--- config.mk ---
export PLATFORM = sky130hd
export DESIGN_NAME = ndr_front
export DESIGN_NICKNAME = d
export VERILOG_FILES = /design/src/sv/ntlm_des_response_block_macros.svh /design/src/sv/ndr_pkg.sv /design/src/sv/ndr_front.sv
export SDC_FILE = /design/constraint.sdc
export NUM_CORES = 1
export LEC_CHECK = 0
export BUFFER_PORTS_ARGS = -buffer_cell sky130_fd_sc_hd__buf_2
export CAP_MARGIN = 20
export CORE_UTILIZATION = 41
export DETAILED_ROUTE_END_ITERATION = 10
export PLACE_DENSITY = 0.83
export SLEW_MARGIN = 20
export SYNTH_ARGS = -nofsm -noshare
export SYNTH_HDL_FRONTEND = slang
export SYNTH_SLANG_ARGS = --single-unit
--- constraint.sdc ---
create_clock -name clk -period 3.36 [get_ports clk]
set_input_delay 0.672 -clock clk [delete_from_list [all_inputs] [get_ports clk]]
set_output_delay 0.672 -clock clk [all_outputs]
set_load 0.01 [all_outputs]
--- src/sv/ntlm_des_response_block_macros.svh ---
// assertion macros for the ntlm des response block
// no dependencies; included by modules that carry assertions
`ifndef NTLM_DES_RESPONSE_BLOCK_MACROS_SVH
`define NTLM_DES_RESPONSE_BLOCK_MACROS_SVH
`ifndef SYNTHESIS
`define NDR_ASSERT(label, clk, rst_n, prop, msg) \
	label: assert property (@(posedge clk) disable iff (!rst_n) prop) else $error(msg);
`define NDR_ASSERT_NR(label, clk, prop, msg) \
	label: assert property (@(posedge clk) prop) else $error(msg);
`else
`define NDR_ASSERT(label, clk, rst_n, prop, msg)
`define NDR_ASSERT_NR(label, clk, prop, msg)
`endif
`endif

--- src/sv/ndr_pkg.sv ---
// package for the ntlm des response block: types, constants, des tables
// no dependencies
package ndr_pkg;

	localparam int KeyW = 56;
	localparam int BlkW = 64;
	localparam int RoundCnt = 16;
	localparam int FifoDepthDef = 4;
	localparam logic [63:0] LmMagic = 64'h4B47532140232425;

	typedef enum logic {
		KIND_RESPONSE = 1'b0,
		KIND_LM       = 1'b1
	} kind_t;

	// classified work item handed from front to back
	typedef struct packed {
		logic [55:0] cd;
		logic [63:0] lr;
	} job_t;

	// round pipeline stage payload
	typedef struct packed {
		logic [27:0] c;
		logic [27:0] d;
		logic [31:0] l;
		logic [31:0] r;
	} rnd_t;

	typedef logic [7:0] tab64_t [64];

	localparam tab64_t IpTab = '{
		8'd58,8'd50,8'd42,8'd34,8'd26,8'd18,8'd10,8'd2,8'd60,8'd52,8'd44,8'd36,8'd28,8'd20,
		8'd12,8'd4,8'd62,8'd54,8'd46,8'd38,8'd30,8'd22,8'd14,8'd6,8'd64,8'd56,8'd48,8'd40,
		8'd32,8'd24,8'd16,8'd8,8'd57,8'd49,8'd41,8'd33,8'd25,8'd17,8'd9,8'd1,8'd59,8'd51,
		8'd43,8'd35,8'd27,8'd19,8'd11,8'd3,8'd61,8'd53,8'd45,8'd37,8'd29,8'd21,8'd13,8'd5,
		8'd63,8'd55,8'd47,8'd39,8'd31,8'd23,8'd15,8'd7};

	localparam tab64_t FpTab = '{
		8'd40,8'd8,8'd48,8'd16,8'd56,8'd24,8'd64,8'd32,8'd39,8'd7,8'd47,8'd15,8'd55,8'd23,
		8'd63,8'd31,8'd38,8'd6,8'd46,8'd14,8'd54,8'd22,8'd62,8'd30,8'd37,8'd5,8'd45,8'd13,
		8'd53,8'd21,8'd61,8'd29,8'd36,8'd4,8'd44,8'd12,8'd52,8'd20,8'd60,8'd28,8'd35,8'd3,
		8'd43,8'd11,8'd51,8'd19,8'd59,8'd27,8'd34,8'd2,8'd42,8'd10,8'd50,8'd18,8'd58,8'd26,
		8'd33,8'd1,8'd41,8'd9,8'd49,8'd17,8'd57,8'd25};

	localparam logic [7:0] ETab [48] = '{
		8'd32,8'd1,8'd2,8'd3,8'd4,8'd5,8'd4,8'd5,8'd6,8'd7,8'd8,8'd9,8'd8,8'd9,8'd10,8'd11,
		8'd12,8'd13,8'd12,8'd13,8'd14,8'd15,8'd16,8'd17,8'd16,8'd17,8'd18,8'd19,8'd20,8'd21,
		8'd20,8'd21,8'd22,8'd23,8'd24,8'd25,8'd24,8'd25,8'd26,8'd27,8'd28,8'd29,8'd28,8'd29,
		8'd30,8'd31,8'd32,8'd1};

	localparam logic [7:0] PTab [32] = '{
		8'd16,8'd7,8'd20,8'd21,8'd29,8'd12,8'd28,8'd17,8'd1,8'd15,8'd23,8'd26,8'd5,8'd18,
		8'd31,8'd10,8'd2,8'd8,8'd24,8'd14,8'd32,8'd27,8'd3,8'd9,8'd19,8'd13,8'd30,8'd6,
		8'd22,8'd11,8'd4,8'd25};

	localparam logic [7:0] Pc1Tab [56] = '{
		8'd57,8'd49,8'd41,8'd33,8'd25,8'd17,8'd9,8'd1,8'd58,8'd50,8'd42,8'd34,8'd26,8'd18,
		8'd10,8'd2,8'd59,8'd51,8'd43,8'd35,8'd27,8'd19,8'd11,8'd3,8'd60,8'd52,8'd44,8'd36,
		8'd63,8'd55,8'd47,8'd39,8'd31,8'd23,8'd15,8'd7,8'd62,8'd54,8'd46,8'd38,8'd30,8'd22,
		8'd14,8'd6,8'd61,8'd53,8'd45,8'd37,8'd29,8'd21,8'd13,8'd5,8'd28,8'd20,8'd12,8'd4};

	localparam logic [7:0] Pc2Tab [48] = '{
		8'd14,8'd17,8'd11,8'd24,8'd1,8'd5,8'd3,8'd28,8'd15,8'd6,8'd21,8'd10,8'd23,8'd19,
		8'd12,8'd4,8'd26,8'd8,8'd16,8'd7,8'd27,8'd20,8'd13,8'd2,8'd41,8'd52,8'd31,8'd37,
		8'd47,8'd55,8'd30,8'd40,8'd51,8'd45,8'd33,8'd48,8'd44,8'd49,8'd39,8'd56,8'd34,8'd53,
		8'd46,8'd42,8'd50,8'd36,8'd29,8'd32};

	localparam logic [15:0] RotTwo = 16'b0111111011111100; // bit i: round i shifts by two

	localparam logic [3:0] SBox [8][64] = '{
		'{4'd14,4'd4,4'd13,4'd1,4'd2,4'd15,4'd11,4'd8,4'd3,4'd10,4'd6,4'd12,4'd5,4'd9,4'd0,4'd7,
		  4'd0,4'd15,4'd7,4'd4,4'd14,4'd2,4'd13,4'd1,4'd10,4'd6,4'd12,4'd11,4'd9,4'd5,4'd3,4'd8,
		  4'd4,4'd1,4'd14,4'd8,4'd13,4'd6,4'd2,4'd11,4'd15,4'd12,4'd9,4'd7,4'd3,4'd10,4'd5,4'd0,
		  4'd15,4'd12,4'd8,4'd2,4'd4,4'd9,4'd1,4'd7,4'd5,4'd11,4'd3,4'd14,4'd10,4'd0,4'd6,4'd13},
		'{4'd15,4'd1,4'd8,4'd14,4'd6,4'd11,4'd3,4'd4,4'd9,4'd7,4'd2,4'd13,4'd12,4'd0,4'd5,4'd10,
		  4'd3,4'd13,4'd4,4'd7,4'd15,4'd2,4'd8,4'd14,4'd12,4'd0,4'd1,4'd10,4'd6,4'd9,4'd11,4'd5,
		  4'd0,4'd14,4'd7,4'd11,4'd10,4'd4,4'd13,4'd1,4'd5,4'd8,4'd12,4'd6,4'd9,4'd3,4'd2,4'd15,
		  4'd13,4'd8,4'd10,4'd1,4'd3,4'd15,4'd4,4'd2,4'd11,4'd6,4'd7,4'd12,4'd0,4'd5,4'd14,4'd9},
		'{4'd10,4'd0,4'd9,4'd14,4'd6,4'd3,4'd15,4'd5,4'd1,4'd13,4'd12,4'd7,4'd11,4'd4,4'd2,4'd8,
		  4'd13,4'd7,4'd0,4'd9,4'd3,4'd4,4'd6,4'd10,4'd2,4'd8,4'd5,4'd14,4'd12,4'd11,4'd15,4'd1,
		  4'd13,4'd6,4'd4,4'd9,4'd8,4'd15,4'd3,4'd0,4'd11,4'd1,4'd2,4'd12,4'd5,4'd10,4'd14,4'd7,
		  4'd1,4'd10,4'd13,4'd0,4'd6,4'd9,4'd8,4'd7,4'd4,4'd15,4'd14,4'd3,4'd11,4'd5,4'd2,4'd12},
		'{4'd7,4'd13,4'd14,4'd3,4'd0,4'd6,4'd9,4'd10,4'd1,4'd2,4'd8,4'd5,4'd11,4'd12,4'd4,4'd15,
		  4'd13,4'd8,4'd11,4'd5,4'd6,4'd15,4'd0,4'd3,4'd4,4'd7,4'd2,4'd12,4'd1,4'd10,4'd14,4'd9,
		  4'd10,4'd6,4'd9,4'd0,4'd12,4'd11,4'd7,4'd13,4'd15,4'd1,4'd3,4'd14,4'd5,4'd2,4'd8,4'd4,
		  4'd3,4'd15,4'd0,4'd6,4'd10,4'd1,4'd13,4'd8,4'd9,4'd4,4'd5,4'd11,4'd12,4'd7,4'd2,4'd14},
		'{4'd2,4'd12,4'd4,4'd1,4'd7,4'd10,4'd11,4'd6,4'd8,4'd5,4'd3,4'd15,4'd13,4'd0,4'd14,4'd9,
		  4'd14,4'd11,4'd2,4'd12,4'd4,4'd7,4'd13,4'd1,4'd5,4'd0,4'd15,4'd10,4'd3,4'd9,4'd8,4'd6,
		  4'd4,4'd2,4'd1,4'd11,4'd10,4'd13,4'd7,4'd8,4'd15,4'd9,4'd12,4'd5,4'd6,4'd3,4'd0,4'd14,
		  4'd11,4'd8,4'd12,4'd7,4'd1,4'd14,4'd2,4'd13,4'd6,4'd15,4'd0,4'd9,4'd10,4'd4,4'd5,4'd3},
		'{4'd12,4'd1,4'd10,4'd15,4'd9,4'd2,4'd6,4'd8,4'd0,4'd13,4'd3,4'd4,4'd14,4'd7,4'd5,4'd11,
		  4'd10,4'd15,4'd4,4'd2,4'd7,4'd12,4'd9,4'd5,4'd6,4'd1,4'd13,4'd14,4'd0,4'd11,4'd3,4'd8,
		  4'd9,4'd14,4'd15,4'd5,4'd2,4'd8,4'd12,4'd3,4'd7,4'd0,4'd4,4'd10,4'd1,4'd13,4'd11,4'd6,
		  4'd4,4'd3,4'd2,4'd12,4'd9,4'd5,4'd15,4'd10,4'd11,4'd14,4'd1,4'd7,4'd6,4'd0,4'd8,4'd13},
		'{4'd4,4'd11,4'd2,4'd14,4'd15,4'd0,4'd8,4'd13,4'd3,4'd12,4'd9,4'd7,4'd5,4'd10,4'd6,4'd1,
		  4'd13,4'd0,4'd11,4'd7,4'd4,4'd9,4'd1,4'd10,4'd14,4'd3,4'd5,4'd12,4'd2,4'd15,4'd8,4'd6,
		  4'd1,4'd4,4'd11,4'd13,4'd12,4'd3,4'd7,4'd14,4'd10,4'd15,4'd6,4'd8,4'd0,4'd5,4'd9,4'd2,
		  4'd6,4'd11,4'd13,4'd8,4'd1,4'd4,4'd10,4'd7,4'd9,4'd5,4'd0,4'd15,4'd14,4'd2,4'd3,4'd12},
		'{4'd13,4'd2,4'd8,4'd4,4'd6,4'd15,4'd11,4'd1,4'd10,4'd9,4'd3,4'd14,4'd5,4'd0,4'd12,4'd7,
		  4'd1,4'd15,4'd13,4'd8,4'd10,4'd3,4'd7,4'd4,4'd12,4'd5,4'd6,4'd11,4'd0,4'd14,4'd9,4'd2,
		  4'd7,4'd11,4'd4,4'd1,4'd9,4'd12,4'd14,4'd2,4'd0,4'd6,4'd10,4'd13,4'd15,4'd3,4'd5,4'd8,
		  4'd2,4'd1,4'd14,4'd7,4'd4,4'd10,4'd8,4'd13,4'd15,4'd12,4'd9,4'd0,4'd5,4'd6,4'd11,4'd3}};

	function automatic logic [63:0] perm64(input logic [63:0] v, input tab64_t tab);
		logic [63:0] r;
		r = '0;
		for (int i = 0; i < 64; i++) r[63-i] = v[64 - int'(tab[i])];
		return r;
	endfunction

	function automatic logic [55:0] pc1(input logic [63:0] v);
		logic [55:0] r;
		r = '0;
		for (int i = 0; i < 56; i++) r[55-i] = v[64 - int'(Pc1Tab[i])];
		return r;
	endfunction

	function automatic logic [47:0] pc2(input logic [55:0] v);
		logic [47:0] r;
		r = '0;
		for (int i = 0; i < 48; i++) r[47-i] = v[56 - int'(Pc2Tab[i])];
		return r;
	endfunction

	function automatic logic [31:0] feistel(input logic [31:0] rv, input logic [47:0] sub);
		logic [47:0] x;
		logic [31:0] s;
		logic [31:0] p;
		logic [5:0] six;
		x = '0;
		s = '0;
		p = '0;
		six = '0;
		for (int i = 0; i < 48; i++) x[47-i] = rv[32 - int'(ETab[i])];
		x = x ^ sub;
		for (int i = 0; i < 8; i++) begin
			six = x[42-6*i +: 6];
			s[28-4*i +: 4] = SBox[i][{six[5], six[0], six[4:1]}];
		end
		for (int i = 0; i < 32; i++) p[31-i] = s[32 - int'(PTab[i])];
		return p;
	endfunction

endpackage

--- src/sv/ndr_front.sv ---
// front end: accepts transactions, uppercases lm keys, spreads parity, applies pc1 and ip
// depends on ndr_pkg
module ndr_front
	import ndr_pkg::*;
(
	input  logic        clk,
	input  logic        arst_n,
	input  logic        in_valid,
	output logic        in_ready,
	input  logic        kind,
	input  logic [55:0] key_bytes,
	input  logic [63:0] data_block,
	output logic        job_valid,
	input  logic        job_ready,
	output job_t        job
);

	logic        valid_q;
	job_t        job_q;
	logic [55:0] k56;
	logic [63:0] key64;
	logic [63:0] blk;
	logic [7:0]  ch;

	always_comb begin
		k56 = key_bytes;
		key64 = '0;
		ch = '0;
		if (kind_t'(kind) == KIND_LM) begin
			for (int b = 0; b < 7; b++) begin
				ch = key_bytes[8*b +: 8];
				if (ch >= 8'h61 && ch <= 8'h7A) ch = ch - 8'h20;
				k56[8*b +: 8] = ch;
			end
		end
		// odd parity lands in each byte's low bit
		for (int b = 0; b < 8; b++)
			key64[8*b +: 8] = {k56[7*b +: 7], ~^k56[7*b +: 7]};
		blk = (kind_t'(kind) == KIND_LM) ? LmMagic : data_block;
	end

	assign in_ready  = !valid_q || job_ready;
	assign job_valid = valid_q;
	assign job       = job_q;

	always_ff @(posedge clk or negedge arst_n) begin
		if (!arst_n) begin
			valid_q <= 1'b0;
		end else if (in_ready) begin
			valid_q <= in_valid;
		end
	end

	always_ff @(posedge clk) begin
		if (in_valid && in_ready) begin
			job_q <= '{cd: pc1(key64), lr: perm64(blk, IpTab)};
		end
	end

endmodule

==> run metrics <==
clock latency reported for the late side of the worst-skew pair 0.41 ns; global-route wire length before repair 16080 um; count of warnings emitted by yosys 0; average via count per standard cell 4.851; slowest CP cell buf_2; clock transition at the register clock pins on the worst setup and hold paths after CTS 0.05 ns; Post-synth EDFFs 120; area added between synthesis and finish 42.92%; clock tree from TritonCTS yes; final hold violations 0; final count of pins violating max slew 0; fillcell total 841; floorplan core area 0.01098 sq mm; most frequent standard cell in the layout excluding fill and tap cells buf_2; top cells by area in the synthesized netlist edfxtp_1, nor2b_1, or2_2; first-iteration detailed-routing DRC count 147; total number of vias 3420; Area after DPL 0.006110 sq mm; GR Util All Layers 0.1870; I/O Buffers 246; Clock H-tree levels 4; commonest cells after routing, fill and taps aside buf_2, edfxtp_1, nor2b_1, or2_2, inv_1; share of final-layout standard cells stronger than drive strength 1 0.5398; fraction of power consumed by the clock network 0.457; unrepaired setup endpoints after global routing false; number of optimization iterations in the first detailed-route pass 4; CP bufs+invs 1; Peak VDD IR 0.3058 mV; endpoint required time on the critical path 3.51 ns; type of the worst setup path in2reg; kind of cell adding the most delay to the critical path compound AO/OA/AOI/OAI gates; mean instance size in the synthesized netlist 16.15 sq um; max-cap violations 0; internal power contribution 3.069 mW; root buffer cell clkbuf_16; global-route congestion overflow total 0; achievable clock frequency 548.8 MHz; Post-Synthesis Cells 290; IO Count 247; Final nets 684; FP Rows 38; Unique masters post-synth 23; crit path launch type input pin; die boundary width 108.9 um; area share of the leading cell type in the synthesized netlist 0.7692; worst endpoint data arrival time 1.97 ns; number of antenna violations at the first check in global routing 0; Die Footprint 0.01186 sq mm; pin count of the biggest net entering global routing 55; maximum buffer depth of the clock tree 2; worst-case hold slack 0.03568 ns; die span in y 108.9 um; final period demand of the worst path 1.822 ns; number of antenna repair diodes 0; post-cts hold buffer count 0; DRC violation count after routing 0; run status finished, final reports clean; power density of the placed cells 586.4 mW/mm^2; Static Leak 2.848 nW; Initial Util 0.4265; relative slew slack 0.5776; cell area after layout 0.006695 sq mm; biggest area consumer among synthesized cells edfxtp_1; net count of the mapped netlist 422; final cell count without fillers 705; final routed wirelength across all metal layers 11080 um; cell total after placement 673; Wirelength per Cell 15.71 um; sequential share of the synthesized area 0.7746; TritonCTS Buffers 17; transition time at the pin with the least slew margin 0.6336 ns; crit end category flip-flop; combined area of all synthesized cells 0.004684 sq mm; combinational fraction of design power 0.089; total half-perimeter wirelength after legalization and detailed placement 8094 um; stage delay of the slowest cell on the critical path 0.49 ns; worst clock skew 0.006363 ns; Switching Power 0.8566 mW; final critical-path share of the clock period 0.5423; part of the power in registers 0.454; remaining number of nets flagged by the antenna check after routing 0; Async SR Flop Fraction 0.008264; final RePlAce weighted congestion 0.8121; CP Cell Sequence buf_2 > o21ai_0 > o41a_1; clock net sink count 121; most common flop cell mapped by yosys edfxtp_1; buffers inserted by post-CTS timing repair 0; worst hold path type in2async; total setup violations reported at the end of the flow 0; post-cts resize count 0; number of global-route vias before repair 3377; switching share of power 0.2182; final-layout setup total negative slack 0 ns; register bit count reported by yosys 121; critical path fanouts, max 37; overall power consumption 3.926 mW
[cells in the mapped netlist (2+ instances only)]
master      n
nand2_1    12
nand3_1     7
clkbuf_1    7
ha_1        7
nor2_1      7
or2_2      23
or4_1       6
a21oi_1     8
nor2b_1    41
inv_1      20
nand2b_1    2
o31ai_1     6
o41a_1     11
edfxtp_1  120
o21ai_0     5
[area by class of cell]
type	instances	area [sq um]	share of cell area
sequential	121	3628	0.5420
timing repair buffer	250	1274	0.1902
multi-input combinational	142	957.2	0.1430
clock buffer	18	429.2	0.06410
tap	140	175.2	0.02616
clock inverter	14	156.4	0.02336
inverter	20	75.07	0.01121
[final timing paths]
check / start / endpoint / slack [ns] / cells after the start
worst max-delay path: kind / job[104] / 1.54 / 3
worst min-delay path: arst_n / job_valid / 0.04 / 1
worst max register to register: job_valid / job[66] / 1.64 / 3
worst min register to register: job_valid / job_valid / 0.55 / 2
max in group asynchronous: arst_n / job_valid / 3.23 / 1
min in group clk: key_bytes[16] / job[73] / 0.46 / 1
[per-layer routing]
| metal | GRT usage | vias up | part of all wire |
|---|---|---|---|
| li1 | - | 1604 | - |
| met1 | 0.1951 | 1621 | 0.37 |
| met2 | 0.3221 | 178 | 0.52 |
| met3 | 0.07830 | 17 | 0.085 |
| met4 | 0.09266 | 0 | 0.018 |
| met5 | 0 | - | 0 |
[power by group through the flow]
| stage | registers [mW] | logic, mW | clock network [mW] |
|---|---|---|---|
| finish | 1.78 | 0.348 | 1.79 |
| global route | 1.79 | 0.381 | 1.90 |
| CTS | 1.78 | 0.353 | 1.83 |
| detailed placement | 1.81 | 0.351 | 0 |
| global placement | 1.81 | 0.335 | 0 |
| floorplan | 1.86 | 0.104 | 0 |
[registers in the layout (all words and copies together) (netlist names)]
name and flops:
job_valid 1, job 120
[kinds of logic after synthesis]
kind of cell,Yosys count,synth area share
DFF,121,0.7746
and+or+nand+nor,101,0.1263
AOI/OAI and AO/OA,34,0.05876
buffers and inverters,27,0.02164
adders and majority gates,7,0.01870
[per-stage QoR]
step | util | worst slack, ns
2_1_floorplan | - | 0.5523
3_3_place_gp | 0.5563 | 1.170
3_5_place_dp | 0.5563 | 1.097
4_1_cts | 0.6096 | 1.542
5_1_grt | 0.6096 | 1.483
6_report | 0.6096 | 1.538
Power figures use the tool's default switching activity.
