==> src/sv/ntlm_des_response_block_macros.svh <==
// assertion macros for the ntlm des response block
// no dependencies; included by modules that carry assertions
`ifndef NTLM_DES_RESPONSE_BLOCK_MACROS_SVH
`define NTLM_DES_RESPONSE_BLOCK_MACROS_SVH
`ifndef SYNTHESIS
`define NDR_ASSERT(label, clk, rst_n, prop, msg) \
	label: assert property (@(posedge clk) disable iff (!rst_n) prop) else $error(msg);
`define NDR_ASSERT_NR(label, clk, prop, msg) \
	label: assert property (@(posedge clk) prop) else $error(msg);
`else
`define NDR_ASSERT(label, clk, rst_n, prop, msg)
`define NDR_ASSERT_NR(label, clk, prop, msg)
`endif
`endif

==> src/sv/ndr_pkg.sv <==
// package for the ntlm des response block: types, constants, des tables
// no dependencies
package ndr_pkg;

	localparam int KeyW = 56;
	localparam int BlkW = 64;
	localparam int RoundCnt = 16;
	localparam int FifoDepthDef = 4;
	localparam logic [63:0] LmMagic = 64'h4B47532140232425;

	typedef enum logic {
		KIND_RESPONSE = 1'b0,
		KIND_LM       = 1'b1
	} kind_t;

	// classified work item handed from front to back
	typedef struct packed {
		logic [55:0] cd;
		logic [63:0] lr;
	} job_t;

	// round pipeline stage payload
	typedef struct packed {
		logic [27:0] c;
		logic [27:0] d;
		logic [31:0] l;
		logic [31:0] r;
	} rnd_t;

	typedef logic [7:0] tab64_t [64];

	localparam tab64_t IpTab = '{
		8'd58,8'd50,8'd42,8'd34,8'd26,8'd18,8'd10,8'd2,8'd60,8'd52,8'd44,8'd36,8'd28,8'd20,
		8'd12,8'd4,8'd62,8'd54,8'd46,8'd38,8'd30,8'd22,8'd14,8'd6,8'd64,8'd56,8'd48,8'd40,
		8'd32,8'd24,8'd16,8'd8,8'd57,8'd49,8'd41,8'd33,8'd25,8'd17,8'd9,8'd1,8'd59,8'd51,
		8'd43,8'd35,8'd27,8'd19,8'd11,8'd3,8'd61,8'd53,8'd45,8'd37,8'd29,8'd21,8'd13,8'd5,
		8'd63,8'd55,8'd47,8'd39,8'd31,8'd23,8'd15,8'd7};

	localparam tab64_t FpTab = '{
		8'd40,8'd8,8'd48,8'd16,8'd56,8'd24,8'd64,8'd32,8'd39,8'd7,8'd47,8'd15,8'd55,8'd23,
		8'd63,8'd31,8'd38,8'd6,8'd46,8'd14,8'd54,8'd22,8'd62,8'd30,8'd37,8'd5,8'd45,8'd13,
		8'd53,8'd21,8'd61,8'd29,8'd36,8'd4,8'd44,8'd12,8'd52,8'd20,8'd60,8'd28,8'd35,8'd3,
		8'd43,8'd11,8'd51,8'd19,8'd59,8'd27,8'd34,8'd2,8'd42,8'd10,8'd50,8'd18,8'd58,8'd26,
		8'd33,8'd1,8'd41,8'd9,8'd49,8'd17,8'd57,8'd25};

	localparam logic [7:0] ETab [48] = '{
		8'd32,8'd1,8'd2,8'd3,8'd4,8'd5,8'd4,8'd5,8'd6,8'd7,8'd8,8'd9,8'd8,8'd9,8'd10,8'd11,
		8'd12,8'd13,8'd12,8'd13,8'd14,8'd15,8'd16,8'd17,8'd16,8'd17,8'd18,8'd19,8'd20,8'd21,
		8'd20,8'd21,8'd22,8'd23,8'd24,8'd25,8'd24,8'd25,8'd26,8'd27,8'd28,8'd29,8'd28,8'd29,
		8'd30,8'd31,8'd32,8'd1};

	localparam logic [7:0] PTab [32] = '{
		8'd16,8'd7,8'd20,8'd21,8'd29,8'd12,8'd28,8'd17,8'd1,8'd15,8'd23,8'd26,8'd5,8'd18,
		8'd31,8'd10,8'd2,8'd8,8'd24,8'd14,8'd32,8'd27,8'd3,8'd9,8'd19,8'd13,8'd30,8'd6,
		8'd22,8'd11,8'd4,8'd25};

	localparam logic [7:0] Pc1Tab [56] = '{
		8'd57,8'd49,8'd41,8'd33,8'd25,8'd17,8'd9,8'd1,8'd58,8'd50,8'd42,8'd34,8'd26,8'd18,
		8'd10,8'd2,8'd59,8'd51,8'd43,8'd35,8'd27,8'd19,8'd11,8'd3,8'd60,8'd52,8'd44,8'd36,
		8'd63,8'd55,8'd47,8'd39,8'd31,8'd23,8'd15,8'd7,8'd62,8'd54,8'd46,8'd38,8'd30,8'd22,
		8'd14,8'd6,8'd61,8'd53,8'd45,8'd37,8'd29,8'd21,8'd13,8'd5,8'd28,8'd20,8'd12,8'd4};

	localparam logic [7:0] Pc2Tab [48] = '{
		8'd14,8'd17,8'd11,8'd24,8'd1,8'd5,8'd3,8'd28,8'd15,8'd6,8'd21,8'd10,8'd23,8'd19,
		8'd12,8'd4,8'd26,8'd8,8'd16,8'd7,8'd27,8'd20,8'd13,8'd2,8'd41,8'd52,8'd31,8'd37,
		8'd47,8'd55,8'd30,8'd40,8'd51,8'd45,8'd33,8'd48,8'd44,8'd49,8'd39,8'd56,8'd34,8'd53,
		8'd46,8'd42,8'd50,8'd36,8'd29,8'd32};

	localparam logic [15:0] RotTwo = 16'b0111111011111100; // bit i: round i shifts by two

	localparam logic [3:0] SBox [8][64] = '{
		'{4'd14,4'd4,4'd13,4'd1,4'd2,4'd15,4'd11,4'd8,4'd3,4'd10,4'd6,4'd12,4'd5,4'd9,4'd0,4'd7,
		  4'd0,4'd15,4'd7,4'd4,4'd14,4'd2,4'd13,4'd1,4'd10,4'd6,4'd12,4'd11,4'd9,4'd5,4'd3,4'd8,
		  4'd4,4'd1,4'd14,4'd8,4'd13,4'd6,4'd2,4'd11,4'd15,4'd12,4'd9,4'd7,4'd3,4'd10,4'd5,4'd0,
		  4'd15,4'd12,4'd8,4'd2,4'd4,4'd9,4'd1,4'd7,4'd5,4'd11,4'd3,4'd14,4'd10,4'd0,4'd6,4'd13},
		'{4'd15,4'd1,4'd8,4'd14,4'd6,4'd11,4'd3,4'd4,4'd9,4'd7,4'd2,4'd13,4'd12,4'd0,4'd5,4'd10,
		  4'd3,4'd13,4'd4,4'd7,4'd15,4'd2,4'd8,4'd14,4'd12,4'd0,4'd1,4'd10,4'd6,4'd9,4'd11,4'd5,
		  4'd0,4'd14,4'd7,4'd11,4'd10,4'd4,4'd13,4'd1,4'd5,4'd8,4'd12,4'd6,4'd9,4'd3,4'd2,4'd15,
		  4'd13,4'd8,4'd10,4'd1,4'd3,4'd15,4'd4,4'd2,4'd11,4'd6,4'd7,4'd12,4'd0,4'd5,4'd14,4'd9},
		'{4'd10,4'd0,4'd9,4'd14,4'd6,4'd3,4'd15,4'd5,4'd1,4'd13,4'd12,4'd7,4'd11,4'd4,4'd2,4'd8,
		  4'd13,4'd7,4'd0,4'd9,4'd3,4'd4,4'd6,4'd10,4'd2,4'd8,4'd5,4'd14,4'd12,4'd11,4'd15,4'd1,
		  4'd13,4'd6,4'd4,4'd9,4'd8,4'd15,4'd3,4'd0,4'd11,4'd1,4'd2,4'd12,4'd5,4'd10,4'd14,4'd7,
		  4'd1,4'd10,4'd13,4'd0,4'd6,4'd9,4'd8,4'd7,4'd4,4'd15,4'd14,4'd3,4'd11,4'd5,4'd2,4'd12},
		'{4'd7,4'd13,4'd14,4'd3,4'd0,4'd6,4'd9,4'd10,4'd1,4'd2,4'd8,4'd5,4'd11,4'd12,4'd4,4'd15,
		  4'd13,4'd8,4'd11,4'd5,4'd6,4'd15,4'd0,4'd3,4'd4,4'd7,4'd2,4'd12,4'd1,4'd10,4'd14,4'd9,
		  4'd10,4'd6,4'd9,4'd0,4'd12,4'd11,4'd7,4'd13,4'd15,4'd1,4'd3,4'd14,4'd5,4'd2,4'd8,4'd4,
		  4'd3,4'd15,4'd0,4'd6,4'd10,4'd1,4'd13,4'd8,4'd9,4'd4,4'd5,4'd11,4'd12,4'd7,4'd2,4'd14},
		'{4'd2,4'd12,4'd4,4'd1,4'd7,4'd10,4'd11,4'd6,4'd8,4'd5,4'd3,4'd15,4'd13,4'd0,4'd14,4'd9,
		  4'd14,4'd11,4'd2,4'd12,4'd4,4'd7,4'd13,4'd1,4'd5,4'd0,4'd15,4'd10,4'd3,4'd9,4'd8,4'd6,
		  4'd4,4'd2,4'd1,4'd11,4'd10,4'd13,4'd7,4'd8,4'd15,4'd9,4'd12,4'd5,4'd6,4'd3,4'd0,4'd14,
		  4'd11,4'd8,4'd12,4'd7,4'd1,4'd14,4'd2,4'd13,4'd6,4'd15,4'd0,4'd9,4'd10,4'd4,4'd5,4'd3},
		'{4'd12,4'd1,4'd10,4'd15,4'd9,4'd2,4'd6,4'd8,4'd0,4'd13,4'd3,4'd4,4'd14,4'd7,4'd5,4'd11,
		  4'd10,4'd15,4'd4,4'd2,4'd7,4'd12,4'd9,4'd5,4'd6,4'd1,4'd13,4'd14,4'd0,4'd11,4'd3,4'd8,
		  4'd9,4'd14,4'd15,4'd5,4'd2,4'd8,4'd12,4'd3,4'd7,4'd0,4'd4,4'd10,4'd1,4'd13,4'd11,4'd6,
		  4'd4,4'd3,4'd2,4'd12,4'd9,4'd5,4'd15,4'd10,4'd11,4'd14,4'd1,4'd7,4'd6,4'd0,4'd8,4'd13},
		'{4'd4,4'd11,4'd2,4'd14,4'd15,4'd0,4'd8,4'd13,4'd3,4'd12,4'd9,4'd7,4'd5,4'd10,4'd6,4'd1,
		  4'd13,4'd0,4'd11,4'd7,4'd4,4'd9,4'd1,4'd10,4'd14,4'd3,4'd5,4'd12,4'd2,4'd15,4'd8,4'd6,
		  4'd1,4'd4,4'd11,4'd13,4'd12,4'd3,4'd7,4'd14,4'd10,4'd15,4'd6,4'd8,4'd0,4'd5,4'd9,4'd2,
		  4'd6,4'd11,4'd13,4'd8,4'd1,4'd4,4'd10,4'd7,4'd9,4'd5,4'd0,4'd15,4'd14,4'd2,4'd3,4'd12},
		'{4'd13,4'd2,4'd8,4'd4,4'd6,4'd15,4'd11,4'd1,4'd10,4'd9,4'd3,4'd14,4'd5,4'd0,4'd12,4'd7,
		  4'd1,4'd15,4'd13,4'd8,4'd10,4'd3,4'd7,4'd4,4'd12,4'd5,4'd6,4'd11,4'd0,4'd14,4'd9,4'd2,
		  4'd7,4'd11,4'd4,4'd1,4'd9,4'd12,4'd14,4'd2,4'd0,4'd6,4'd10,4'd13,4'd15,4'd3,4'd5,4'd8,
		  4'd2,4'd1,4'd14,4'd7,4'd4,4'd10,4'd8,4'd13,4'd15,4'd12,4'd9,4'd0,4'd5,4'd6,4'd11,4'd3}};

	function automatic logic [63:0] perm64(input logic [63:0] v, input tab64_t tab);
		logic [63:0] r;
		r = '0;
		for (int i = 0; i < 64; i++) r[63-i] = v[64 - int'(tab[i])];
		return r;
	endfunction

	function automatic logic [55:0] pc1(input logic [63:0] v);
		logic [55:0] r;
		r = '0;
		for (int i = 0; i < 56; i++) r[55-i] = v[64 - int'(Pc1Tab[i])];
		return r;
	endfunction

	function automatic logic [47:0] pc2(input logic [55:0] v);
		logic [47:0] r;
		r = '0;
		for (int i = 0; i < 48; i++) r[47-i] = v[56 - int'(Pc2Tab[i])];
		return r;
	endfunction

	function automatic logic [31:0] feistel(input logic [31:0] rv, input logic [47:0] sub);
		logic [47:0] x;
		logic [31:0] s;
		logic [31:0] p;
		logic [5:0] six;
		x = '0;
		s = '0;
		p = '0;
		six = '0;
		for (int i = 0; i < 48; i++) x[47-i] = rv[32 - int'(ETab[i])];
		x = x ^ sub;
		for (int i = 0; i < 8; i++) begin
			six = x[42-6*i +: 6];
			s[28-4*i +: 4] = SBox[i][{six[5], six[0], six[4:1]}];
		end
		for (int i = 0; i < 32; i++) p[31-i] = s[32 - int'(PTab[i])];
		return p;
	endfunction

endpackage

==> src/sv/ndr_fifo.sv <==
// short queue between front and back ends
// depends on ndr_pkg and the assertion macros
`include "ntlm_des_response_block_macros.svh"
module ndr_fifo
	import ndr_pkg::*;
#(
	parameter int Depth = FifoDepthDef
) (
	input  logic clk,
	input  logic arst_n,
	input  logic wr_valid,
	output logic wr_ready,
	input  job_t wr_data,
	output logic rd_valid,
	input  logic rd_ready,
	output job_t rd_data
);

	localparam int AW = (Depth > 1) ? $clog2(Depth) : 1;

	job_t                mem [Depth];
	logic [AW-1:0]       wp_q;
	logic [AW-1:0]       rp_q;
	logic [$clog2(Depth+1)-1:0] cnt_q;
	logic                push;
	logic                pop;

	assign wr_ready = cnt_q != Depth[$clog2(Depth+1)-1:0];
	assign rd_valid = cnt_q != '0;
	assign push     = wr_valid && wr_ready;
	assign pop      = rd_valid && rd_ready;
	assign rd_data  = mem[rp_q];

	always_ff @(posedge clk or negedge arst_n) begin
		if (!arst_n) begin
			wp_q  <= '0;
			rp_q  <= '0;
			cnt_q <= '0;
		end else begin
			if (push) wp_q <= (wp_q == AW'(Depth - 1)) ? '0 : wp_q + 1'b1;
			if (pop)  rp_q <= (rp_q == AW'(Depth - 1)) ? '0 : rp_q + 1'b1;
			cnt_q <= cnt_q + (push ? 1'b1 : 1'b0) - (pop ? 1'b1 : 1'b0);
		end
	end

	always_ff @(posedge clk) begin
		if (push) mem[wp_q] <= wr_data;
	end

	`NDR_ASSERT(a_no_overflow, clk, arst_n, cnt_q == Depth[$clog2(Depth+1)-1:0] |-> !push,
		"queue overflow")
	`NDR_ASSERT(a_no_underflow, clk, arst_n, cnt_q == '0 |-> !pop, "queue underflow")
	`NDR_ASSERT(a_count_step, clk, arst_n, (push && !pop) |=> cnt_q == $past(cnt_q) + 1'b1,
		"queue count did not advance")

endmodule

==> config.mk <==
export PLATFORM = sky130hd
export DESIGN_NAME = ndr_fifo
export DESIGN_NICKNAME = d
export VERILOG_FILES = /design/src/sv/ndr_pkg.sv /design/src/sv/ndr_fifo.sv
export VERILOG_INCLUDE_DIRS = /design/src /design/src/sv
export SDC_FILE = /design/constraint.sdc
export NUM_CORES = 1
export LEC_CHECK = 0
export ABC_CLOCK_PERIOD_IN_PS = 4300
export BUFFER_PORTS_ARGS = -buffer_cell sky130_fd_sc_hd__buf_2
export CAP_MARGIN = 0
export CORE_MARGIN = 8
export CORE_UTILIZATION = 48
export DETAILED_ROUTE_END_ITERATION = 8
export PLACE_DENSITY = 0.7
export SLEW_MARGIN = 10
export SYNTH_ARGS = -nofsm -noshare
export SYNTH_HDL_FRONTEND = slang
export SYNTH_SLANG_ARGS = --single-unit
==> constraint.sdc <==
create_clock -name clk -period 4.3 [get_ports clk]
set_input_delay 0 -clock clk [delete_from_list [all_inputs] [get_ports clk]]
set_output_delay 0 -clock clk [all_outputs]
set_load 0.01 [all_outputs]
==> results of run 1 <==
-- per-stage QoR --
step	total power [uW]	worst slack [ps]	area [um^2]	utilization [%]	hold WS, ps
final	14900	1520	22400	61.2	192
after global routing	15600	1280	22400	61.2	175
after CTS	15100	1390	22300	61.2	140
after detailed placement	11000	1900	19600	53.7	-152
after global placement	11000	1950	19600	53.7	-156
after floorplan	9360	1700	17800	-	-296
-- worst paths after layout --
| check | start | end | slack [ps] | cells past startpoint |
|---|---|---|---|---|
| min in group asynchronous | arst_n | cnt_q[1] | 410 | 3 |
| max reg2reg | cnt_q[1] | cnt_q[2] | 1870 | 10 |
| min reg2reg | cnt_q[2] | cnt_q[2] | 490 | 1 |
| min | wr_data[7] | mem[2][7] | 190 | 2 |
| max in group asynchronous | arst_n | rp_q[1] | 3600 | 3 |
| max | rp_q[0] | rd_data[26] | 1520 | 3 |
-- per-layer routing --
| layer | global-route usage, % | vias up | part of all wire [%] |
|---|---|---|---|
| met2 | 28.4 | 223 | 53 |
| met3 | 3.80 | 51 | 5.4 |
| li1 | - | 3688 | - |
| met1 | 20.2 | 4446 | 40 |
| met5 | 0 | - | 0 |
| met4 | 5.90 | 0 | 2.2 |
-- cell usage after synthesis, drive strengths merged --
cell / count
nor2: 2
mux4: 120
or3b: 1
and2: 1
buf: 27
and3: 4
inv: 7
ha: 7
dfrtp: 7
mux2: 4
xnor2: 2
or3: 1
edfxtp: 480
fa: 1
nand2: 1
-- power by group --
part | switching, uW | internal [uW]
Sequential | 383 | 6270
Combinational | 2220 | 2010
Clock | 1660 | 2350
Total | 4260 | 10600
-- cells by family (layout without fill, tap and decap cells) --
family                   after synthesis  count (layout)  share of synthesized area [%]
XOR/XNOR                               2               2                         0.0987
adder cells (fa/ha/maj)                8               8                          0.606
buffers and inverters                 34             474                           1.23
flip-flops                           487             487                           82.2
multiplexers                         124             124                           15.5
other                                  0               1                              0
AND/OR/NAND/NOR                       10              10                          0.388
-- placed cells by master, fill, tap and decap left out, types with 4 or more instances in the layout --
master / n
clkinv_2: 5
buf_4: 11
ha_1: 7
dlygate4sd3_1: 124
clkinv_1: 6
clkinvlp_4: 4
buf_2: 245
inv_1: 7
edfxtp_1: 480
dfrtp_1: 5
mux4_2: 120
clkbuf_1: 9
and3_4: 4
bufinv_16: 4
buf_12: 6
clkbuf_16: 49
-- registers in the layout (all words and copies together), names as in the netlist --
register and cells:
mem 480, cnt_q 3, rp_q 2, wp_q 2
-- cell type report --
class / count / share of cell area (%)
Clock inverter: 21 / 0.974
Timing Repair Buffer: 386 / 11.9
Clock buffer: 60 / 5.76
Multi-Input combinational cell: 144 / 13.3
Sequential cell: 487 / 65.3
Tap cell: 468 / 2.62
Antenna cell: 1 / 0.0112
Inverter: 7 / 0.118
-- what timing repair did --
action                                 in CTS  in global routing
hold buffers                              124                  0
resized for setup                           0                  0
endpoints found under the hold margin     491                  0
==> impl_metrics.ini, run 1 <==
[grt]
grt_overflow_total = 0
grt_max_degree = 73
grt_use_total_pct = 16.5
grt_pass1_wl_um = 55100
antenna_found_initial = 1
grt_pass1_vias = 9317

[logic_synthesis]
synth_area_per_cell_um2 = 26.7
ys_seq_area_share_pct = 82.2
synth.area.top_cells = edfxtp_1 81%, mux4_2 15%, dfrtp_1 0.99%
yosys_warnings = 0
netlist_area_um2 = 17800
syn_nets = 797
synth-seq-cells = 487
synth_top_area_cell = edfxtp_1
synth_top_area_share_pct = 81.2
netlist_instances = 665
ys_types = 19

[worst_setup_path]
critPathBufInv = 2
critPathMaxFanout = 48
critical_path_class = reg -> out
cp-end-kind = primary output
crit_required_ps = 4300
worstPathArrival_ps = 2780
cp_slowest_stage_delay_ps = 1000
worstPathCellList = buf_4, mux4_2, buf_2
slowest_stage = dfrtp_4
cp_top_family = flip-flops
cp-start-kind = flop

[finish]
drive_gt1_share_pct = 41.7
syn_to_final_growth_pct = 25.9
n_fill_cell = 2520
finalNonFillerCells = 1574
regArea_um2 = 14600
multi_input_area_um2 = 2960
fin_nets = 1205

[routing]
drcViolationCount = 0
wl_per_cell_um = 22.7
first_pass_iters = 4
routed_wl_um = 35800
drt_iter0_drc = 425
vias = 8408
avgViaCountPerCell = 5.34
ant_nets = 0

[sta]
rsz0062_at_grt = false
finalHoldViolations = 0
skew_ps = 20.3
clock.fmax_mhz = 360
tns_ps = 0
fin_crit_sh_pct = 64.6
worstMarginPinSlew_ps = 987
max-slew-margin-rel_pct = 34.2
period_needed_ps = 2780
setup_viol = 0
drv_slew = 0

[power]
p_per_area_nw_per_um2 = 666
leakagePower_uw = 0.00770
vdd_ir_drop_max_uv = 626

[floorplan]
fp-row-count = 70
core_um2 = 36500
die_h_um = 208
dieArea_um2 = 43400
die_w_um = 208
io_pins = 246
start_util_pct = 48.6

[min_path]
hold_path_class = in -> reg

[placed_design]
io_buffers = 245
routabilityCongestion = 0.695
dp_hpwl_um = 20500
dp_cells = 1368

[run]
max_cap_viol_count = 0

[clocking]
insertion_delay_ps = 560
cts_tree = built
post-cts-setup-buffer-count = 0
cts.reportedPaths.clkPinSlew_ps = 60
cts_max_level = 2
cts_buffer_depth = 3
cts_buffers = 47
cts_num_sinks = 487
ctsRootBufferMaster = clkbuf_16

[run_status]
status = finished, final reports clean
No activity file was read; power rests on OpenSTA's default activity.
==> inputs of run 2 (changes only) <==
Settings changed: ABC_CLOCK_PERIOD_IN_PS 4300 to 2600.
Clock period 4.3 ns to 2.6 ns, I/O delays scaled along.
==> run 2 against run 1 <==
  * Wire length about the same
  * Register-to-register slack got worse by 1700 ps
  * Global-route usage decreased by 0.22 points
  * Clock power increased by 76%
  * First-iteration DRC count increased by 18%
  * Combinational power increased by 75%
  * Critical endpoint is now cnt_q[2]
  * Setup slack got worse by 1300 ps
  * Die area unchanged
  * Utilization increased by 0.72 points
==> impl_metrics.ini, run 2 (same netlist as run 1, synthesis figures left out) <==
[floorplan]
core_um2 = 36500
dieArea_um2 = 43400
die_h_um = 208
die_w_um = 208
fp-row-count = 70
io_pins = 246
start_util_pct = 48.6

[power]
p_comb_share_pct = 29.2
leakagePower_uw = 0.00782
p_total_uw = 25300
p_per_area_nw_per_um2 = 1120
p_seq_share_pct = 43.0
power.net_switching_uw = 7170
swShare_pct = 28.3
vdd_ir_drop_max_uv = 743
p_clk_share_pct = 27.8
power.internal_uw = 18100

[grt]
grt_max_degree = 62
antenna_found_initial = 0
grt_overflow_total = 0
grt_pass1_wl_um = 54300
grt_pass1_vias = 9290
grt_use_total_pct = 16.2

[run_status]
status = finished, final reports clean

[clocking]
cts.reportedPaths.clkPinSlew_ps = 60
cts_num_sinks = 487
insertion_delay_ps = 560
ctsRootBufferMaster = clkbuf_16
cts_tree = built
cts_buffer_depth = 3
cts_resized = 0
cts_max_level = 2
cts_buffers = 49

[worst_setup_path]
r2r_cells = 10
critPathMaxFanout = 4
r2r-start = cnt_q[1]
rrSetupSlack_ps = 180
regToRegEndpoint = cnt_q[2]
cp-end-kind = flop
cp-start-kind = flop
worstPathArrival_ps = 2900
worstPathCellList = or3_2, nand2_1, inv_1, ha_1, inv_1, ha_1, inv_1, fa_1, xnor2_1, xnor2_1
critPathBufInv = 3
path_common_cell = inv_1
cp_top_family = adder cells
slowest_stage = or3_2
crit_required_ps = 3080
critical_path_class = reg -> reg
cp_slowest_stage_delay_ps = 480

[finish]
antenna-diode-count = 0
final_common_cell = edfxtp_1
drive_gt1_share_pct = 42.4
n_fill_cell = 2431
layout_common_cells = 480 x edfxtp_1, 245 x buf_2, 124 x dlygate4sd3_1
syn_to_final_growth_pct = 27.3
fin_nets = 1211
largest_register = mem
largest_register_ffs = 480
largestRegisters = mem (480), cnt_q (3)
final_util_pct = 61.9
finalNonFillerCells = 1583

[routing]
ant_nets = 0
drcViolationCount = 0
vias = 8348
avgViaCountPerCell = 5.27
routed_wl_um = 35700
drt_iter0_drc = 501
first_pass_iters = 4
wl_per_cell_um = 22.6

[sta]
clock.fmax_mhz = 413
rsz0062_at_grt = false
period_needed_ps = 2420
max-slew-margin-rel_pct = 67.1
skew_ps = 10.4
worstMarginPinSlew_ps = 494
finalHoldViolations = 0
setup_viol = 0
drv_slew = 0
fin_crit_sh_pct = 93.1
setup_slack_ps = 179
holdWs_ps = 186

[run]
max_cap_viol_count = 0

[min_path]
min_to = mem[3][114]
hold_path_class = in -> reg
hold_start = wr_data[114]
min_path_cells = 2

[placed_design]
io_buffers = 245
dp_hpwl_um = 21400
routabilityCongestion = 0.709
dp_cells = 1371
pre_cts_slack_ps = 172
## run 2: changes by cell type in the layout (fill, tap and decap cells not counted)
cell | before | now
buf_12 | 6 | 16
buf_4 | 11 | 5
bufinv_16 | 4 | 8
clkbuf_1 | 9 | 6
clkbuf_8 | 2 | 0
clkinv_1 | 6 | 7
clkinv_2 | 5 | 12
clkinv_4 | 1 | 0
clkinvlp_4 | 4 | 3
diode_2 | 1 | 0
inv_6 | 0 | 2
inv_8 | 1 | 0
## run 2: worst max-delay path by stage
| stage | from | endpoint | slack [ps] | depth (start not counted) |
|---|---|---|---|---|
| 6_report | cnt_q[1] | cnt_q[2] | 180 | 10 |
| 3_5_place_dp | cnt_q[1] | cnt_q[2] | 170 | 10 |
| 4_1_cts | rp_q[0] | rd_data[95] | 20 | 3 |
| 2_1_floorplan | cnt_q[2] | mem[0][0] | -1 | 2 |
| 3_3_place_gp | cnt_q[1] | cnt_q[2] | 240 | 10 |
| 5_1_grt | cnt_q[1] | cnt_q[2] | 30 | 10 |
## run 2: power groups by stage
stage	clock, uW	sequential [uW]	combinational, uW
3_3_place_gp	0	11000	7300
6_report	7040	10900	7400
3_5_place_dp	0	11100	7320
5_1_grt	7470	11000	7960
4_1_cts	7220	10900	7500
2_1_floorplan	0	10800	4670
## run 2: cell type report
cell class                      count  area, um^2  share of cell area, %
Timing Repair Buffer              390        2830                   12.5
Clock buffer                       55        1250                   5.52
Inverter                            7        26.3                  0.116
Tap cell                          468         586                   2.59
Clock inverter                     32         367                   1.62
Sequential cell                   487       14600                   64.5
Multi-Input combinational cell    144        2960                   13.1
## run 2: per-stage QoR
| stage | instance area, um^2 | TNS, ps |
|---|---|---|
| 5_1_grt | 22600 | 0 |
| 4_1_cts | 22600 | 0 |
| 6_report | 22600 | 0 |
| 3_3_place_gp | 19700 | 0 |
| 3_5_place_dp | 19700 | 0 |
| 2_1_floorplan | 17800 | -479 |
## run 2: per-layer routing
| layer | track usage (%) | wire length [um] | vias up |
|---|---|---|---|
| met5 | 0 | 0 | - |
| li1 | - | - | 3706 |
| met2 | 28.2 | 18700 | 236 |
| met3 | 3.62 | 1850 | 53 |
| met4 | 5.63 | 802 | 0 |
| met1 | 20.0 | 14300 | 4353 |
## run 2: timing repair
item	CTS	global route
hold endpoints to repair	498	0
setup endpoints to repair	0	7
hold buffers	124	0
setup buffers	0	1
==> inputs of run 3 (changes only) <==
Settings changed: CORE_ASPECT_RATIO from default to 0.9.
==> run 3 against run 2 <==
  * Global-route usage fell by 0.12 points
  * Final cell count up 0.76%
  * Largest power group unchanged
  * Utilization decreased by 1.0 points
  * Combinational power fell by 1%
  * Final area is 0.69% lower
  * Sequential cell count is the same
  * Via count increased by 0.54%
  * Clock-buffer cell count rose by 8
  * Sequential power about the same
  * Highest routed layer unchanged
  * First-iteration DRC count grew 30%
  * Setup slack got worse by 29 ps
  * Register-to-register slack got worse by 30 ps
==> impl_metrics.ini, run 3 (same netlist as run 1, synthesis figures left out) <==
[routing]
vias = 8393
ant_nets = 0
routed_wl_um = 35200
drt_iter0_drc = 650
first_pass_iters = 4
wl_per_cell_um = 22.1
drcViolationCount = 0
avgViaCountPerCell = 5.26

[clocking]
cts_max_level = 2
cts_buffer_depth = 3
cts_tree = built
cts_resized = 0
cts_buffers = 48
hold_buffers = 124
ctsRootBufferMaster = clkbuf_16
insertion_delay_ps = 580
cts_num_sinks = 487
cts.reportedPaths.clkPinSlew_ps = 60
post-cts-setup-buffer-count = 0

[sta]
drv_slew = 0
setup_slack_ps = 150
rsz0062_at_grt = false
max-slew-margin-rel_pct = 62.7
finalHoldViolations = 0
skew_ps = 22.8
fin_crit_sh_pct = 94.2
setup_viol = 0
worstMarginPinSlew_ps = 559
period_needed_ps = 2450
clock.fmax_mhz = 408

[grt]
grt_overflow_total = 0
grt_pass1_wl_um = 53200
grt_use_total_pct = 16.1
grt_max_degree = 71
antenna_found_initial = 1
grt_pass1_vias = 9244

[placed_design]
dp_hpwl_um = 20600
dp_cells = 1383
io_buffers = 245
routabilityCongestion = 0.703
pre_cts_slack_ps = 195

[floorplan]
die_w_um = 219
io_pins = 246
dieArea_um2 = 43400
start_util_pct = 48.1
fp-row-count = 67
core_um2 = 36900
die_h_um = 198

[finish]
syn_to_final_growth_pct = 26.5
layout_common_cells = 480 x edfxtp_1, 245 x buf_2, 124 x dlygate4sd3_1
fin_nets = 1206
final_common_cell = edfxtp_1
largest_register_ffs = 480
largestRegisters = mem (480), cnt_q (3)
largest_register = mem
finalNonFillerCells = 1595
drive_gt1_share_pct = 41.2

[power]
p_clk_share_pct = 26.8
p_per_area_nw_per_um2 = 1100
swShare_pct = 28.8
power.net_switching_uw = 7130
p_total_uw = 24800
vdd_ir_drop_max_uv = 748
leakagePower_uw = 0.00772
power.internal_uw = 17600
p_seq_share_pct = 43.7
p_comb_share_pct = 29.5

[min_path]
hold_path_class = in -> reg
min_path_cells = 2

[worst_setup_path]
critPathBufInv = 3
slowest_stage = or3_2
cp_slowest_stage_delay_ps = 480
cp-start-kind = flop
crit_cells = 10
worstPathArrival_ps = 2930
r2r_cells = 10
cp-end-kind = flop
path_common_cell = inv_1
critPathMaxFanout = 4
crit_required_ps = 3080
cp_top_family = adder cells
critical_path_class = reg -> reg
worstPathCellList = or3_2, nand2_1, inv_1, ha_1, inv_1, ha_1, inv_1, fa_1, xnor2_1, xnor2_1

[run_status]
status = finished, final reports clean

[run]
max_cap_viol_count = 0
-- run 3: cell types whose count changed in the layout (fill, tap and decap cells not counted), moves of 3 or more --
cell       delta
clkbuf_1      +8
clkinv_2      -8
clkinv_1      +3
bufinv_16     -4
buf_12        -3
-- run 3: routing by layer --
layer | track usage, % | up-vias | share of wire [%]
li1 | - | 3705 | -
met2 | 27.3 | 265 | 51
met4 | 3.88 | 0 | 1.3
met3 | 4.67 | 32 | 7.1
met5 | 0 | - | 0
met1 | 20.5 | 4391 | 41
-- run 3: worst register-to-register path: stages (launching register included) --
cell	delay, ps
dfrtp_1	440
or3_2	480
nand2_1	140
inv_1	60
ha_1	260
inv_1	60
ha_1	130
inv_1	50
fa_1	400
xnor2_1	200
xnor2_1	140
-- run 3: power by group through the flow --
stage	Sequential [uW]	Combinational [uW]	Clock, uW
3_5_place_dp	11000	7330	0
3_3_place_gp	10900	7310	0
4_1_cts	10800	7520	6800
2_1_floorplan	10800	4670	0
5_1_grt	11000	7860	7080
6_report	10800	7310	6630
-- run 3: area by class of cell --
cell class | count | area [um^2]
inverter | 7 | 26.3
clock inverter | 24 | 226
timing repair buffer | 386 | 2760
fill | 2506 | 14400
clock buffer | 63 | 1280
multi-input combinational | 144 | 2960
sequential | 487 | 14600
tap | 483 | 604
antenna | 1 | 2.50
-- run 3: worst paths after layout --
path / start / to / slack [ps]
worst min-delay path: wr_data[65] / mem[1][65] / 180
min in group asynchronous: arst_n / wp_q[1] / 430
worst max-delay path: cnt_q[1] / cnt_q[2] / 150
max in group asynchronous: arst_n / rp_q[0] / 1880
worst max register to register: cnt_q[1] / cnt_q[2] / 150
worst min register to register: cnt_q[2] / cnt_q[2] / 490
-- run 3: metrics by stage --
| stage | setup TNS, ps | utilization (%) | instance area [um^2] | hold slack (ps) |
|---|---|---|---|---|
| 2_1_floorplan | -479 | - | 17800 | -296 |
| 3_3_place_gp | 0 | 53.4 | 19700 | -155 |
| 3_5_place_dp | 0 | 53.4 | 19700 | -152 |
| 4_1_cts | 0 | 60.9 | 22500 | 137 |
| 5_1_grt | 0 | 60.9 | 22500 | 155 |
| 6_report | 0 | 60.9 | 22500 | 182 |
